**src/hdl/assert_macros.svh**
```systemverilog
// concurrent assertion helpers, clocked on clk with synchronous active-low reset
`ifndef ASSERT_MACROS_SVH
`define ASSERT_MACROS_SVH

`define ASSERT_ALWAYS(label, expr, msg) \
  label: assert property (@(posedge clk) disable iff (!rst_n) (expr)) else $error(msg);

`define ASSERT_NEXT(label, cond, expr, msg) \
  label: assert property (@(posedge clk) disable iff (!rst_n) (cond) |=> (expr)) \
    else $error(msg);

`endif

```
**src/hdl/mbdeq_pkg.sv**
```systemverilog
package mbdeq_pkg;

  localparam int BANDS_DEF       = 4;
  localparam int SAMPLE_BITS_DEF = 24;
  localparam int REG_BANDS       = 4;
  localparam int CFG_IDX_W       = 4;
  localparam int CFG_W           = 64;
  localparam int MUL_A_W         = 33;
  localparam int MUL_B_W         = 28;
  localparam int PROD_W          = MUL_A_W + MUL_B_W;
  localparam int ACC_W           = 64;
  localparam int Y_W             = 32;
  localparam int LIN_W           = 27;
  localparam int DEEP_W          = 13;

  localparam logic [1:0] REG_GRP_FILTER = 2'd0;
  localparam logic [1:0] REG_GRP_DYN    = 2'd1;

  localparam int DB16_FLOOR      = -3200;
  localparam int GAIN_CEIL       = 1024;
  localparam int REDUCTION_FLOOR = -4096;
  localparam int DB_SCALE        = 6165;
  localparam int EXP_SCALE       = 1361;
  localparam int UNITY_Q15       = 32768;
  localparam int NORM_STEPS      = 5;

  localparam logic [5:0] LOG2_TAB [32] = '{
    6'd0,  6'd3,  6'd6,  6'd8,  6'd11, 6'd13, 6'd16, 6'd18,
    6'd21, 6'd23, 6'd25, 6'd27, 6'd29, 6'd31, 6'd34, 6'd35,
    6'd37, 6'd39, 6'd41, 6'd43, 6'd45, 6'd47, 6'd48, 6'd50,
    6'd52, 6'd53, 6'd55, 6'd56, 6'd58, 6'd60, 6'd61, 6'd63
  };

  localparam logic [15:0] EXP2_TAB [32] = '{
    16'd32768, 16'd33486, 16'd34219, 16'd34968, 16'd35734, 16'd36516, 16'd37316, 16'd38133,
    16'd38968, 16'd39821, 16'd40693, 16'd41584, 16'd42495, 16'd43425, 16'd44376, 16'd45348,
    16'd46341, 16'd47356, 16'd48393, 16'd49452, 16'd50535, 16'd51642, 16'd52773, 16'd53928,
    16'd55109, 16'd56316, 16'd57549, 16'd58809, 16'd60097, 16'd61413, 16'd62757, 16'd64132
  };

  typedef enum logic [4:0] {
    S_IDLE, S_CHECK, S_BQ0, S_BQ1, S_BQ2, S_BQ3, S_ENV0, S_ENV1, S_NORM, S_LOG,
    S_DB, S_GR0, S_GR1, S_FF, S_TOT, S_LIN0, S_LIN1, S_COR0, S_COR1, S_FINAL
  } state_t;

  typedef enum logic [4:0] {
    OP_NOP, OP_LOAD, OP_BQ_M0, OP_BQ_M1, OP_BQ_M2, OP_BQ_END, OP_ENV_M, OP_ENV_END,
    OP_NORM, OP_LOG_M, OP_DB, OP_GR_M, OP_GR, OP_FF_M, OP_TOT, OP_LIN_M, OP_LIN,
    OP_COR_M, OP_COR, OP_FINAL
  } op_t;

  typedef struct packed {
    op_t        op;
    logic       side_pass;
    logic [2:0] step;
  } cmd_t;

  typedef struct packed {
    logic band_en;
    logic side_mode;
    logic out_busy;
  } status_t;

endpackage

```
**src/hdl/mbdeq_ctrl.sv**
```systemverilog
`include "assert_macros.svh"

module mbdeq_ctrl #(
  parameter int BANDS  = mbdeq_pkg::BANDS_DEF,
  parameter int BAND_W = (BANDS > 1) ? $clog2(BANDS) : 1
) (
  input  logic                clk,
  input  logic                rst_n,
  input  logic                in_valid,
  output logic                in_stall,
  input  mbdeq_pkg::status_t  sts,
  output mbdeq_pkg::cmd_t     cmd,
  output logic [BAND_W-1:0]   band
);

  localparam logic [BAND_W-1:0] LAST_BAND = BAND_W'(BANDS - 1);
  localparam logic [2:0]        LAST_STEP = 3'(mbdeq_pkg::NORM_STEPS - 1);

  mbdeq_pkg::state_t state_r, state_nxt;
  logic [BAND_W-1:0] band_r, band_nxt;
  logic              pass_r, pass_nxt;
  logic [2:0]        step_r, step_nxt;

  always_ff @(posedge clk) begin
    if (!rst_n) begin
      state_r <= mbdeq_pkg::S_IDLE;
      band_r  <= '0;
      pass_r  <= 1'b0;
      step_r  <= '0;
    end else begin
      state_r <= state_nxt;
      band_r  <= band_nxt;
      pass_r  <= pass_nxt;
      step_r  <= step_nxt;
    end
  end

  always_comb begin
    state_nxt = state_r;
    band_nxt  = band_r;
    pass_nxt  = pass_r;
    step_nxt  = step_r;
    case (state_r)
      mbdeq_pkg::S_IDLE: begin
        if (in_valid) begin
          state_nxt = mbdeq_pkg::S_CHECK;
          band_nxt  = '0;
        end
      end
      mbdeq_pkg::S_CHECK: begin
        if (sts.band_en) begin
          state_nxt = mbdeq_pkg::S_BQ0;
          pass_nxt  = 1'b0;
        end else if (band_r == LAST_BAND) begin
          state_nxt = mbdeq_pkg::S_FINAL;
        end else begin
          band_nxt = band_r + 1'b1;
        end
      end
      mbdeq_pkg::S_BQ0: state_nxt = mbdeq_pkg::S_BQ1;
      mbdeq_pkg::S_BQ1: state_nxt = mbdeq_pkg::S_BQ2;
      mbdeq_pkg::S_BQ2: state_nxt = mbdeq_pkg::S_BQ3;
      mbdeq_pkg::S_BQ3: begin
        if (!pass_r && sts.side_mode) begin
          state_nxt = mbdeq_pkg::S_BQ0;
          pass_nxt  = 1'b1;
        end else begin
          state_nxt = mbdeq_pkg::S_ENV0;
        end
      end
      mbdeq_pkg::S_ENV0: state_nxt = mbdeq_pkg::S_ENV1;
      mbdeq_pkg::S_ENV1: begin
        state_nxt = mbdeq_pkg::S_NORM;
        step_nxt  = '0;
      end
      mbdeq_pkg::S_NORM: begin
        if (step_r == LAST_STEP) begin
          state_nxt = mbdeq_pkg::S_LOG;
        end else begin
          step_nxt = step_r + 3'd1;
        end
      end
      mbdeq_pkg::S_LOG:  state_nxt = mbdeq_pkg::S_DB;
      mbdeq_pkg::S_DB:   state_nxt = mbdeq_pkg::S_GR0;
      mbdeq_pkg::S_GR0:  state_nxt = mbdeq_pkg::S_GR1;
      mbdeq_pkg::S_GR1:  state_nxt = mbdeq_pkg::S_FF;
      mbdeq_pkg::S_FF:   state_nxt = mbdeq_pkg::S_TOT;
      mbdeq_pkg::S_TOT:  state_nxt = mbdeq_pkg::S_LIN0;
      mbdeq_pkg::S_LIN0: state_nxt = mbdeq_pkg::S_LIN1;
      mbdeq_pkg::S_LIN1: state_nxt = mbdeq_pkg::S_COR0;
      mbdeq_pkg::S_COR0: state_nxt = mbdeq_pkg::S_COR1;
      mbdeq_pkg::S_COR1: begin
        if (band_r == LAST_BAND) begin
          state_nxt = mbdeq_pkg::S_FINAL;
        end else begin
          state_nxt = mbdeq_pkg::S_CHECK;
          band_nxt  = band_r + 1'b1;
        end
      end
      mbdeq_pkg::S_FINAL: begin
        if (!sts.out_busy) begin
          state_nxt = mbdeq_pkg::S_IDLE;
        end
      end
      default: state_nxt = mbdeq_pkg::S_IDLE;
    endcase
  end

  always_comb begin
    cmd.side_pass = pass_r;
    cmd.step      = step_r;
    in_stall      = (state_r != mbdeq_pkg::S_IDLE);
    case (state_r)
      mbdeq_pkg::S_IDLE:  cmd.op = in_valid ? mbdeq_pkg::OP_LOAD : mbdeq_pkg::OP_NOP;
      mbdeq_pkg::S_BQ0:   cmd.op = mbdeq_pkg::OP_BQ_M0;
      mbdeq_pkg::S_BQ1:   cmd.op = mbdeq_pkg::OP_BQ_M1;
      mbdeq_pkg::S_BQ2:   cmd.op = mbdeq_pkg::OP_BQ_M2;
      mbdeq_pkg::S_BQ3:   cmd.op = mbdeq_pkg::OP_BQ_END;
      mbdeq_pkg::S_ENV0:  cmd.op = mbdeq_pkg::OP_ENV_M;
      mbdeq_pkg::S_ENV1:  cmd.op = mbdeq_pkg::OP_ENV_END;
      mbdeq_pkg::S_NORM:  cmd.op = mbdeq_pkg::OP_NORM;
      mbdeq_pkg::S_LOG:   cmd.op = mbdeq_pkg::OP_LOG_M;
      mbdeq_pkg::S_DB:    cmd.op = mbdeq_pkg::OP_DB;
      mbdeq_pkg::S_GR0:   cmd.op = mbdeq_pkg::OP_GR_M;
      mbdeq_pkg::S_GR1:   cmd.op = mbdeq_pkg::OP_GR;
      mbdeq_pkg::S_FF:    cmd.op = mbdeq_pkg::OP_FF_M;
      mbdeq_pkg::S_TOT:   cmd.op = mbdeq_pkg::OP_TOT;
      mbdeq_pkg::S_LIN0:  cmd.op = mbdeq_pkg::OP_LIN_M;
      mbdeq_pkg::S_LIN1:  cmd.op = mbdeq_pkg::OP_LIN;
      mbdeq_pkg::S_COR0:  cmd.op = mbdeq_pkg::OP_COR_M;
      mbdeq_pkg::S_COR1:  cmd.op = mbdeq_pkg::OP_COR;
      mbdeq_pkg::S_FINAL: cmd.op = sts.out_busy ? mbdeq_pkg::OP_NOP : mbdeq_pkg::OP_FINAL;
      default:            cmd.op = mbdeq_pkg::OP_NOP;
    endcase
  end

  assign band = band_r;

  `ASSERT_NEXT(a_accept_starts, state_r == mbdeq_pkg::S_IDLE && in_valid, state_r == mbdeq_pkg::S_CHECK && band_r == '0, "accepted item did not start band sweep")
  `ASSERT_NEXT(a_final_holds, state_r == mbdeq_pkg::S_FINAL && sts.out_busy, state_r == mbdeq_pkg::S_FINAL, "result overwrote a pending output")
  `ASSERT_ALWAYS(a_side_pass_mode, !(pass_r && state_r == mbdeq_pkg::S_BQ0) || sts.side_mode, "sidechain pass in normal mode")

endmodule

```
**config.mk**
```make
export PLATFORM = sky130hd
export DESIGN_NAME = mbdeq_ctrl
export DESIGN_NICKNAME = d
export VERILOG_FILES = /design/src/hdl/mbdeq_pkg.sv /design/src/hdl/mbdeq_ctrl.sv
export VERILOG_INCLUDE_DIRS = /design/src /design/src/hdl
export SDC_FILE = /design/constraint.sdc
export NUM_CORES = 1
export LEC_CHECK = 0
export BUFFER_PORTS_ARGS = -buffer_cell sky130_fd_sc_hd__buf_4
export CORE_MARGIN = 5
export CORE_UTILIZATION = 45
export CTS_CLUSTER_DIAMETER = 150
export CTS_CLUSTER_SIZE = 10
export DETAILED_ROUTE_END_ITERATION = 10
export GPL_ROUTABILITY_DRIVEN = 0
export PLACE_DENSITY_LB_ADDON = 0.2
export SLEW_MARGIN = 20
export SYNTH_ARGS = -nofsm -noshare
export SYNTH_HDL_FRONTEND = slang
export SYNTH_SLANG_ARGS = --single-unit
```
**constraint.sdc**
```tcl
create_clock -name clk -period 3.8 [get_ports clk]
set_clock_uncertainty 0.2 [all_clocks]
set_input_delay 0 -clock clk [delete_from_list [all_inputs] [get_ports clk]]
set_output_delay 0 -clock clk [all_outputs]
set_load 0.01 [all_outputs]
```
* Yosys cells after proc, flatten, opt, wreduce, memory -nomap -nowiden
Cells that the tools add are included.
** Storage, ports and cells
- Logic and storage cells :: 66
- Register bits :: 11
- Output and inout port bits :: 12
- Input bits :: 6
** Operators by class
- $add $sub $neg :: 2
- Equal/unequal tests :: 29
- Mux-type cells :: 20
- Reductions and logical operators :: 11
** Operators by type and width (count)
- 5-bit case mux with 20 select lines :: 1
- 5-bit case mux with 19 select lines :: 1
- 5-bit by 4-bit == test with 1-bit output (second input constant) :: 8
- 5-bit 2-to-1 mux :: 7
- 5-bit by 3-bit == test with 1-bit output (second input constant) :: 4
- 5-bit == test (second input constant) :: 4
- 2-bit inequality test (second input constant) :: 7
- 5-bit by 2-bit == test with 1-bit output (second input constant) :: 2
- 2-bit 2-to-1 mux :: 3
- 3-bit 2-to-1 mux :: 2
- 2-bit case mux with 3 select lines :: 1
- 3-bit case mux with 2 select lines :: 1
- 3-bit AND reduction :: 2
- 5-bit by 1-bit == test with 1-bit output (second input constant) :: 1
- 5-bit zero test :: 1
- 5-bit nonzero test :: 1
- 4-bit AND reduction :: 1
- 2-bit nonzero test :: 2
- 3-bit by 1-bit adder with 3-bit output (second input constant) :: 1
- 3-bit == test (second input constant) :: 1
- 1-bit 2-to-1 mux :: 3
- 3-bit inequality test (second input constant) :: 1
- 3-bit nonzero test :: 1
- 2-bit by 1-bit adder with 2-bit output (second input constant) :: 1
- 5 further kinds :: 5

* Depth between registers and ports, before layout
- Depth in word-level cells :: 4
- Mapped depth :: 6
- Mapped depth without buffers :: 6

* Worst setup path after synthesis
OpenSTA, ideal clock, no wires.
- Kind :: register -> register
- From :: register state_r[0]
- To :: register band_r[1], in the netlist band[1]
- Setup slack :: 1.934 ns
- Data arrival time :: 1.591 ns
- Buffers on the path :: 0
- Library setup time :: 0.075 ns
- Cell stages (with the launch flop) :: 5
- Clock period less this slack :: 1.866 ns
- Cell sequence :: dfxtp_1 -> or4b_1 -> o211a_1 -> or4b_1 -> o22ai_1
** On the way
- Cells in the longest elaborated chain, start to end :: 3
- Elaborated cells between the ends (all ways) :: 8
** RTL lines
- from (decl) :: RTL line mbdeq_ctrl.sv:19 : mbdeq_pkg::state_t state_r, state_nxt;
- from (signal assigned) :: RTL line mbdeq_ctrl.sv:26 : state_r <= mbdeq_pkg::S_IDLE;
- from (signal assigned) :: RTL line mbdeq_ctrl.sv:31 : state_r <= state_nxt;
- 5-bit by 1-bit == test with 1-bit output (tied with other cells) :: RTL line mbdeq_ctrl.sv:43 : case (state_r)
- 2-bit inequality test (no line) / 3-bit nonzero test (equally long branches)
- 3-bit AND reduction (no line)
- to (signal assigned) :: RTL line mbdeq_ctrl.sv:32 : band_r <= band_nxt;
- to (decl) :: RTL line mbdeq_ctrl.sv:20 : logic [BAND_W-1:0] band_r, band_nxt;
Parallel ways exist; a longest one is shown, timed or not.
A chain may end at the register's enable or synchronous reset.

* Worst setup path in the final report
- From :: register state_r[0]
- To :: register pass_r
** On the way
- Cells in the longest elaborated chain, start to end :: 3
- Elaborated cells between the ends (all ways) :: 7
** RTL lines
- 5-bit by 3-bit == test with 1-bit output / 5-bit by 1-bit == test with 1-bit output (equally long branches) :: RTL line mbdeq_ctrl.sv:43
- 2-bit inequality test (no line) / 2-bit nonzero test (equally long branches)
- 3-bit AND reduction (no line)
- to (signal assigned) :: RTL line mbdeq_ctrl.sv:33 : pass_r <= pass_nxt;
- to (decl) :: RTL line mbdeq_ctrl.sv:21 : logic pass_r, pass_nxt;
Parallel ways exist; a longest one is shown, timed or not.

==> run_results.csv <==
group,metric,value,unit
global_route,grtUsageMet2,27.1,%
synthesis,synth_top_area_cell,"dfxtp_1",
clocking,postCtsSetupBuffers,0,
power_and_ir_drop,p_sw,0.000160,W
sta,hold_viol_final,0,
power_and_ir_drop,p_int,0.000261,W
power_and_ir_drop,vdd_ir_drop_max,0.225,mV
detailed_routing,via_count,837,
clocking,cts.repair.resized,0,
global_route,grt_pass1_wl,3550,um
sta,finalCritPeriodShare,59.4,%
detailed_routing,drc_errors,0,
cells_and_area,final_cell_mix,"buf_4, dfxtp_1, nand2_1",
detailed_routing,drt_iter0_markers,29,
placement,numPortBuffers,17,
synthesis,synth_cell_types,36,
clocking,numCtsBuffers,3,
clocking,clockBufferDepth,2,
sta,maxSlewViolCount,0,
global_route,grt_pass1_vias,773,
cells_and_area,fin_nets,131,
placement,post-place-ws,1630,ps
power_and_ir_drop,clkPwrFrac,19.9,%
synthesis,syn_inst,102,
critical_path,cp-end-kind,"register",
sta,fin_ws,1540,ps
power_and_ir_drop,seqPwrFrac,38.8,%
clocking,clkTransAtPathRegs,80,ps
detailed_routing,vias_per_cell,6.07,
die,fp.dieH,51.4,um
die,dieArea,0.00264,mm2
global_route,grt_max_degree,18,
global_route,use_met3,3.79,%
cells_and_area,antenna_cells,0,
sta,fmax,0.443,GHz
global_route,grt_overflow,0,
sta,fin_setup_tns,0,ps
sta,setup_viol,0,
detailed_routing,totalWireLength,2030,um
detailed_routing,ant_nets,0,
synthesis,syn_area,772,um2
clocking,cts_root_buf,"clkbuf_4",
synthesis,ys_seq_area_share,28.5,%
synthesis,synth_seq_cells,11,
synthesis,synth_fp_nets,111,
global_route,antenna_found_initial,0,
clocking,clkLatencyLatePin,280,ps
die,io_pins,18,
die,start_util,46.2,%
global_route,grtUsageMet1,23.3,%
power_and_ir_drop,swShare,38.0,%
power_and_ir_drop,comb_power_share,41.3,%
sta,slew_headroom,64.8,%
die,rows,15,
clocking,holdBufCountCts,5,
die,coreArea,0.00167,mm2
flow_run,cap_violations,0,
global_route,grt-busiest-layer,"met2",
synthesis,synth_area_leaders,"dfxtp_1, a21oi_1, ha_1",
cells_and_area,drive_gt1_share,19.8,%
clocking,numClockSinks,11,
critical_path,worstPathRequired,3830,ps
sta,grt_setup_unrepaired,"no",
cells_and_area,area_growth,25.3,%
clocking,cts_tree,"built",
synthesis,yosys_warnings,0,
sta,worstMarginPinSlew,524,ps
synthesis,avgSynthCellArea,7.57,um2
critical_path,cp_max_fo,16,
critical_path,crit_path_start_kind,"register",
run_status,status,"complete, no violations",
power_and_ir_drop,leakagePower,0.402,nW
clocking,h-tree-depth,1,
critical_path,cp.arrival,2290,ps
cells_and_area,layout_commonest_cell,"buf_4",
detailed_routing,route.detailed.wl_per_inst,14.7,um
detailed_routing,dr.pass1.iters,4,
power_and_ir_drop,power_density,435,mW/mm2
synthesis,netlist.area_leader.share,28.5,%
worst_hold_path,worstHoldPathType,"primary input to register",
die,die-width,51.4,um
global_route,track_usage,17.6,%
sta,min_period,2260,ps
critical_path,crit_type,"register to register",
placement,dp_hpwl,1410,um
-- area by class of cell --
| class | count | area [um2] |
|---|---|---|
| flip-flops and latches | 11 | 220 |
| well taps | 17 | 21.3 |
| inverters | 4 | 15.0 |
| repair buffers | 22 | 178 |
| fillers | 160 | 703 |
| multi-input cells | 80 | 507 |
| clock buffers | 4 | 26.3 |
-- per-layer routing --
| metal | up-vias | share of wire [%] |
|---|---|---|
| li1 | 414 | - |
| met2 | 37 | 46 |
| met1 | 377 | 46 |
| met4 | 0 | 3.3 |
| met5 | - | 0 |
| met3 | 9 | 5.0 |
-- registers in the layout, summed over array words and instances (netlist names) --
signal,flops
pass_r,1
step_r,3
state_r,5
band,2
-- power groups by stage --
stage | Sequential [W] | Combinational, W | Clock [W]
CTS | 0.000162 | 0.000173 | 0.0000869
finish | 0.000163 | 0.000174 | 0.0000838
global route | 0.000167 | 0.000195 | 0.0000940
global placement | 0.000163 | 0.000164 | 0
detailed placement | 0.000165 | 0.000166 | 0
floorplan | 0.000143 | 0.000132 | 0
-- worst max-delay path, cell delays in order (launching register included) --
cell           delay [ps]
dfxtp_1               570
or3b_1                430
nor3_1                150
nor2_1                 60
a311oi_1              230
dlygate4sd3_1         570
-- path summary, 6_finish.rpt --
| check | start | to | slack (ps) | depth (start not counted) |
|---|---|---|---|---|
| setup reg to reg | state_r[0]$_SDFFE_PN0P_ | pass_r$_SDFFE_PN0P_ | 1540 | 5 |
| setup / recovery | state_r[0]$_SDFFE_PN0P_ | pass_r$_SDFFE_PN0P_ | 1540 | 5 |
| hold reg to reg | band[1]$_SDFFE_PN0P_ | band[1]$_SDFFE_PN0P_ | 300 | 2 |
| hold / removal | in_valid | state_r[0]$_SDFFE_PN0P_ | 80 | 5 |
-- cells in the mapped netlist, drive strengths merged --
| library cell | number |
|---|---|
| nand3b | 2 |
| nand2b | 3 |
| or4 | 2 |
| a32o | 1 |
| ha | 3 |
| nand2 | 10 |
| clkbuf | 6 |
| o22ai | 3 |
| and2 | 1 |
| o31ai | 2 |
| o21a | 2 |
| or3b | 2 |
| nor3 | 3 |
| or2 | 2 |
| a21oi | 8 |
| xor2 | 1 |
| a21bo | 1 |
| or4b | 2 |
| xnor2 | 1 |
| a31oi | 1 |
| nor4 | 2 |
| nor2b | 3 |
| nor2 | 6 |
| inv | 4 |
| nand4 | 4 |
| a311oi | 2 |
| nand3 | 4 |
| o211a | 1 |
| buf | 1 |
| nor3b | 1 |
| dfxtp | 11 |
| mux2i | 1 |
| and3 | 2 |
| a211oi | 1 |
| o21ai | 3 |
-- logic make-up (layout without fill, tap and decap cells) --
kind of cell | after synthesis | count (layout) | share of synthesized area [%]
simple gates | 49 | 49 | 35.8
compound gates | 25 | 25 | 21.4
flops | 11 | 11 | 28.5
buf+inv | 11 | 30 | 5.83
fa+ha+maj | 3 | 3 | 4.86
xor+xnor | 2 | 2 | 2.27
mux | 1 | 1 | 1.30
-- metrics by stage --
stage | util (%) | std cells | cell area (um2) | total power [W] | hold slack (ps)
floorplan | - | 102 | 772 | 0.000276 | -123
detailed placement | 53.3 | 129 | 891 | 0.000330 | 69.5
CTS | 57.9 | 138 | 967 | 0.000421 | 71.4
global placement | 53.3 | 129 | 891 | 0.000327 | 62.5
global route | 57.9 | 138 | 967 | 0.000456 | 171
finish | 57.9 | 138 | 967 | 0.000421 | 82.0
Note: power is estimated with default switching activity, not from simulation.
